## src/rla_pkg.sv

```systemverilog
// Shared types and constants for the route length accumulator.
`default_nettype none
package rla_pkg;

  localparam int LatW = 28;
  localparam int LonW = 29;
  localparam int SegW = 32;
  localparam int TotW = 40;
  localparam int CosFracDefault = 16;
  localparam int CordicSteps = 32;
  localparam int AngW = 32;
  localparam logic [SegW-1:0] SegMax = '1;
  localparam logic [TotW-1:0] TotMax = '1;
  localparam logic signed [35:0] CordicGain = 36'sd2608131497;
  localparam logic signed [AngW-1:0] QuarterTurn = 32'sd180000000;
  localparam logic signed [AngW-1:0] HalfTurn = 32'sd360000000;

  // One classified segment job handed from front to back.
  typedef struct packed {
    logic              have_prev;
    logic              last;
    logic [LatW-1:0]   dlat;
    logic [LonW:0]     dlon;
    logic [AngW-1:0]   angle;
  } rla_job_t;

  function automatic logic signed [AngW-1:0] atan_entry(input logic [4:0] idx);
    logic signed [AngW-1:0] v;
    begin
      unique case (idx)
        5'd0: v = 32'sd90000000;
        5'd1: v = 32'sd53130102;
        5'd2: v = 32'sd28072487;
        5'd3: v = 32'sd14250033;
        5'd4: v = 32'sd7152669;
        5'd5: v = 32'sd3579821;
        5'd6: v = 32'sd1790347;
        5'd7: v = 32'sd895228;
        5'd8: v = 32'sd447621;
        5'd9: v = 32'sd223811;
        5'd10: v = 32'sd111906;
        5'd11: v = 32'sd55953;
        5'd12: v = 32'sd27976;
        5'd13: v = 32'sd13988;
        5'd14: v = 32'sd6994;
        5'd15: v = 32'sd3497;
        5'd16: v = 32'sd1749;
        5'd17: v = 32'sd874;
        5'd18: v = 32'sd437;
        5'd19: v = 32'sd219;
        5'd20: v = 32'sd109;
        5'd21: v = 32'sd55;
        5'd22: v = 32'sd27;
        5'd23: v = 32'sd14;
        5'd24: v = 32'sd7;
        5'd25: v = 32'sd3;
        5'd26: v = 32'sd2;
        5'd27: v = 32'sd1;
        default: v = '0;
      endcase
      return v;
    end
  endfunction

endpackage
`default_nettype wire

```

## src/rla_front.sv

```systemverilog
// Front end: accepts points, forms deltas and mean-latitude angle, keeps previous point.
`default_nettype none
module rla_front import rla_pkg::*; (
  input  wire logic                   clk,
  input  wire logic                   rst,
  input  wire logic                   in_valid,
  output logic                        in_ready,
  input  wire logic signed [LatW-1:0] latitude,
  input  wire logic signed [LonW-1:0] longitude,
  input  wire logic                   last_point,
  output logic                        job_valid,
  input  wire logic                   job_ready,
  output rla_job_t                    job
);

  logic signed [LatW-1:0] prev_latitude;
  logic signed [LonW-1:0] prev_longitude;
  logic                   have_previous;
  logic signed [LatW:0]   dlat_s;
  logic signed [LonW:0]   dlon_s;
  logic signed [LatW:0]   asum;
  logic [LatW:0]          aabs;
  logic signed [AngW-1:0] afold;

  // One-entry queue slot between front and back.
  assign in_ready = !job_valid || job_ready;

  always_comb begin
    dlat_s = {latitude[LatW-1], latitude} - {prev_latitude[LatW-1], prev_latitude};
    dlon_s = {longitude[LonW-1], longitude} - {prev_longitude[LonW-1], prev_longitude};
    asum = {latitude[LatW-1], latitude} + {prev_latitude[LatW-1], prev_latitude};
    // Magnitude kept unsigned so the most negative sum still folds correctly.
    aabs = asum[LatW] ? -asum : asum;
    afold = AngW'(aabs);
    if (afold > QuarterTurn) begin
      afold = HalfTurn - afold;
    end
    if (afold < 0) begin
      afold = '0;
    end
  end

  always_ff @(posedge clk) begin
    if (rst) begin
      job_valid <= 1'b0;
      have_previous <= 1'b0;
      prev_latitude <= '0;
      prev_longitude <= '0;
    end else begin
      if (job_ready) begin
        job_valid <= 1'b0;
      end
      if (in_valid && in_ready) begin
        job_valid <= 1'b1;
        job.have_prev <= have_previous;
        job.last <= last_point;
        job.dlat <= LatW'(dlat_s[LatW] ? -dlat_s : dlat_s);
        job.dlon <= (LonW+1)'(dlon_s[LonW] ? -dlon_s : dlon_s);
        job.angle <= afold;
        if (last_point) begin
          have_previous <= 1'b0;
          prev_latitude <= '0;
          prev_longitude <= '0;
        end else begin
          have_previous <= 1'b1;
          prev_latitude <= latitude;
          prev_longitude <= longitude;
        end
      end
    end
  end

endmodule
`default_nettype wire

```

## config.mk

```make
export PLATFORM = sky130hd
export DESIGN_NAME = rla_front
export DESIGN_NICKNAME = d
export VERILOG_FILES = /design/src/rla_pkg.sv /design/src/rla_front.sv
export SDC_FILE = /design/constraint.sdc
export NUM_CORES = 1
export LEC_CHECK = 0
export BUFFER_PORTS_ARGS = -buffer_cell sky130_fd_sc_hd__buf_2
export CORE_ASPECT_RATIO = 1.2
export CORE_MARGIN = 5
export CORE_UTILIZATION = 40
export CTS_BUF_LIST = sky130_fd_sc_hd__clkbuf_8
export DETAILED_ROUTE_END_ITERATION = 6
export PLACE_DENSITY = 0.7
export SKIP_CTS_REPAIR_TIMING = 1
export SLEW_MARGIN = 20
export SYNTH_ARGS = -nofsm -noshare
export SYNTH_HDL_FRONTEND = slang
export SYNTH_SLANG_ARGS = --single-unit
```

## constraint.sdc

```tcl
create_clock -name clk -period 5.5 [get_ports clk]
set_input_delay 1.1 -clock clk [delete_from_list [all_inputs] [get_ports clk]]
set_output_delay 1.1 -clock clk [all_outputs]
set_load 0.1 [all_outputs]
```

==> results.toml <==
[run]
max_cap_violations = 0

[critical_path]
cp-end-kind = "register"
path_max_fanout = 9
worstSetupStartpointType = "input port"
cp.arrival_ns = 5.55
required_ns = 5.76
critPathKind = "in -> reg"

[detailed_routing]
drc = 0
routed_wl_um = 43100
drt_iter0_drc = 700
wl_met3_um = 1980
wl_per_cell_um = 17.6
vias = 13500
highest_layer = "met5"
via_per_inst = 5.52
met1_length_um = 17800
route.met2.wl_um = 21600
first_pass_iters = 5
postRouteAntennaNets = 0

[cts]
clk_path_buf_depth = 2
cts-buffers-inserted = 17
htreeDepth = 4
cts-root-buf = "clkbuf_8"
cts_tree = "yes"
clock_sinks = 150
worstSkewPairLatency_ns = 0.51
clk_pin_slew_ns = 0.10

[global_routing]
grt_pass1_vias = 13000
grt_pass1_wl_um = 67500
track_usage = 0.224
gr-total-overflow = 0
antenna_found_initial = 6
grt_max_degree = 83

[floorplan]
fp.dieH_um = 213
io_pins = 156
die_w_um = 179
coreArea_mm2 = 0.0339
placementRows = 74
start_util = 0.403
die_area_mm2 = 0.0380

[logic_synthesis]
ys_types = 104
netlist_area_mm2 = 0.0137
synth-seq-area-share = 0.286
yosysTopAreaCell = "edfxtp_1"
synth_cells = 1649
synth-seq-cells = 150
ys_async_sr_fraction = 0
synth_edf_count = 91
syn_area_per_cell_um2 = 8.29
synthFlopType = "edfxtp_1"
synth.area.top_cells = "edfxtp_1 20%, dfxtp_1 8.6%, ha_1 8.1%"
yosysTopAreaCellShare = 0.200
yosys_warnings = 0

[cells_and_area]
layout_commonest_cell = "buf_4"
drive_gt1_frac = 0.236
finalNetCount = 2129
mostFrequentLayoutCells = "218 x buf_4, 169 x nor2_1, 155 x buf_2"
postLayoutCellArea_mm2 = 0.0168
stdcell_count = 2446
area_growth_pct = 23.2

[status]
status = "completed"

[sta]
whs_ns = 0.454
min_period_ns = 5.29
period_share = 0.962
relSlewSlack = 0.437
max_freq_mhz = 189
fin_ws_ns = 0.211
drv_slew = 0
rsz0062_at_grt = "false"
tightest_slew_ns = 0.823
final_hold_viol_count = 0
setup_violations = 0
fin_tns_setup_ns = 0
skew_ns = 0.0190

[placement]
hpwl_um = 35000
gp_congestion = 0.957
place_ws_ns = -0.235
place_area_mm2 = 0.0164
placedCellCount = 2412
io_buffer_count = 155

[power_and_ir_drop]
leakagePower_nw = 6.80
peakVddDrop_mv = 0.166
powerDensity_mw_per_mm2 = 273

[worst_hold_path]
hold_class = "reg -> reg"
[kinds of logic (layout without fill, tap and decap cells)]
| logic type | Yosys count | count (layout) | share of synthesized area |
|---|---|---|---|
| and+or+nand+nor | 595 | 595 | 0.234 |
| AOI/OAI and AO/OA | 457 | 457 | 0.226 |
| buffers and inverters | 186 | 523 | 0.0551 |
| xor gates and xnor gates | 154 | 154 | 0.102 |
| DFF | 150 | 150 | 0.286 |
| adders and majority gates | 92 | 92 | 0.0858 |
| muxes | 14 | 14 | 0.0105 |
| other | 1 | 5 | 0.000274 |
[synth_stat cells, types with 20 or more instances]
master / instances
ha_1: 89
o21ai_0: 61
nor2b_1: 26
nor2_1: 170
a31oi_1: 32
a21o_1: 30
o31ai_1: 20
nor4_1: 20
dfxtp_1: 59
xor2_1: 33
edfxtp_1: 91
nor3b_1: 62
inv_1: 114
a21oi_1: 150
nand2_1: 94
nor3_1: 52
nand2b_1: 21
clkbuf_1: 45
xnor2_1: 117
nand3_1: 38
[sequential cells by signal, summed over array words and instances, names as in the netlist]
signal          count
job                91
job_valid           1
have_previous       1
prev_latitude      28
prev_longitude     29
[layout make-up]
type / instances / area, µm²
diodes: 2 / 5.00
clock buffers: 17 / 234
clock inverters: 15 / 181
fillers: 3302 / 17000
inverters: 115 / 432
multi-input cells: 1315 / 9030
flip-flops and latches: 150 / 3910
well taps: 456 / 571
repair buffers: 376 / 2470
[through the flow]
step / total power, mW / util
2_1_floorplan: 3.02 / -
3_3_place_gp: 3.68 / 0.485
3_5_place_dp: 3.70 / 0.485
4_1_cts: 4.61 / 0.497
5_1_grt: 4.84 / 0.497
6_report: 4.60 / 0.497
[critical path, stage by stage]
cell       delay, ns
buf_2           0.13
ha_1            0.31
buf_4           0.18
buf_4           0.16
and4_1          0.25
and3_1          0.24
nand2_1         0.10
a2111oi_0       0.73
buf_4           0.24
a2111o_1        0.11
a21oi_1         0.08
xnor2_1         0.18
or4b_1          0.55
nand2b_1        0.18
nor4_1          0.39
and4b_1         0.31
nor2_1          0.06
a31oi_1         0.14
o22ai_1         0.09
[layer usage]
metal,up-vias,global-route usage
met1,6333,0.261
met3,115,0.0366
met4,8,0.0900
met2,420,0.407
li1,6634,-
met5,-,0
[path summary, 6_finish.rpt]
path                                           to  depth (start not counted)                           from  slack, ns
worst max-delay path            job[89]$_DFFE_PP_                         19                    latitude[9]       0.21
worst min-delay path            job[91]$_DFFE_PP_                          0     have_previous$_SDFFE_PP0P_       0.45
worst max register to register  job[89]$_DFFE_PP_                         19  prev_latitude[9]$_SDFFE_PP0P_       0.46
worst min register to register  job[91]$_DFFE_PP_                          0     have_previous$_SDFFE_PP0P_       0.45
[power breakdown]
group	switching, mW	internal [mW]	total [mW]	leakage [nW]
Clock	0.550	0.349	0.899	0.208
Combinational	1.53	0.796	2.33	5.26
Sequential	0.0266	1.34	1.37	1.33
Power figures use the tool's default switching activity.
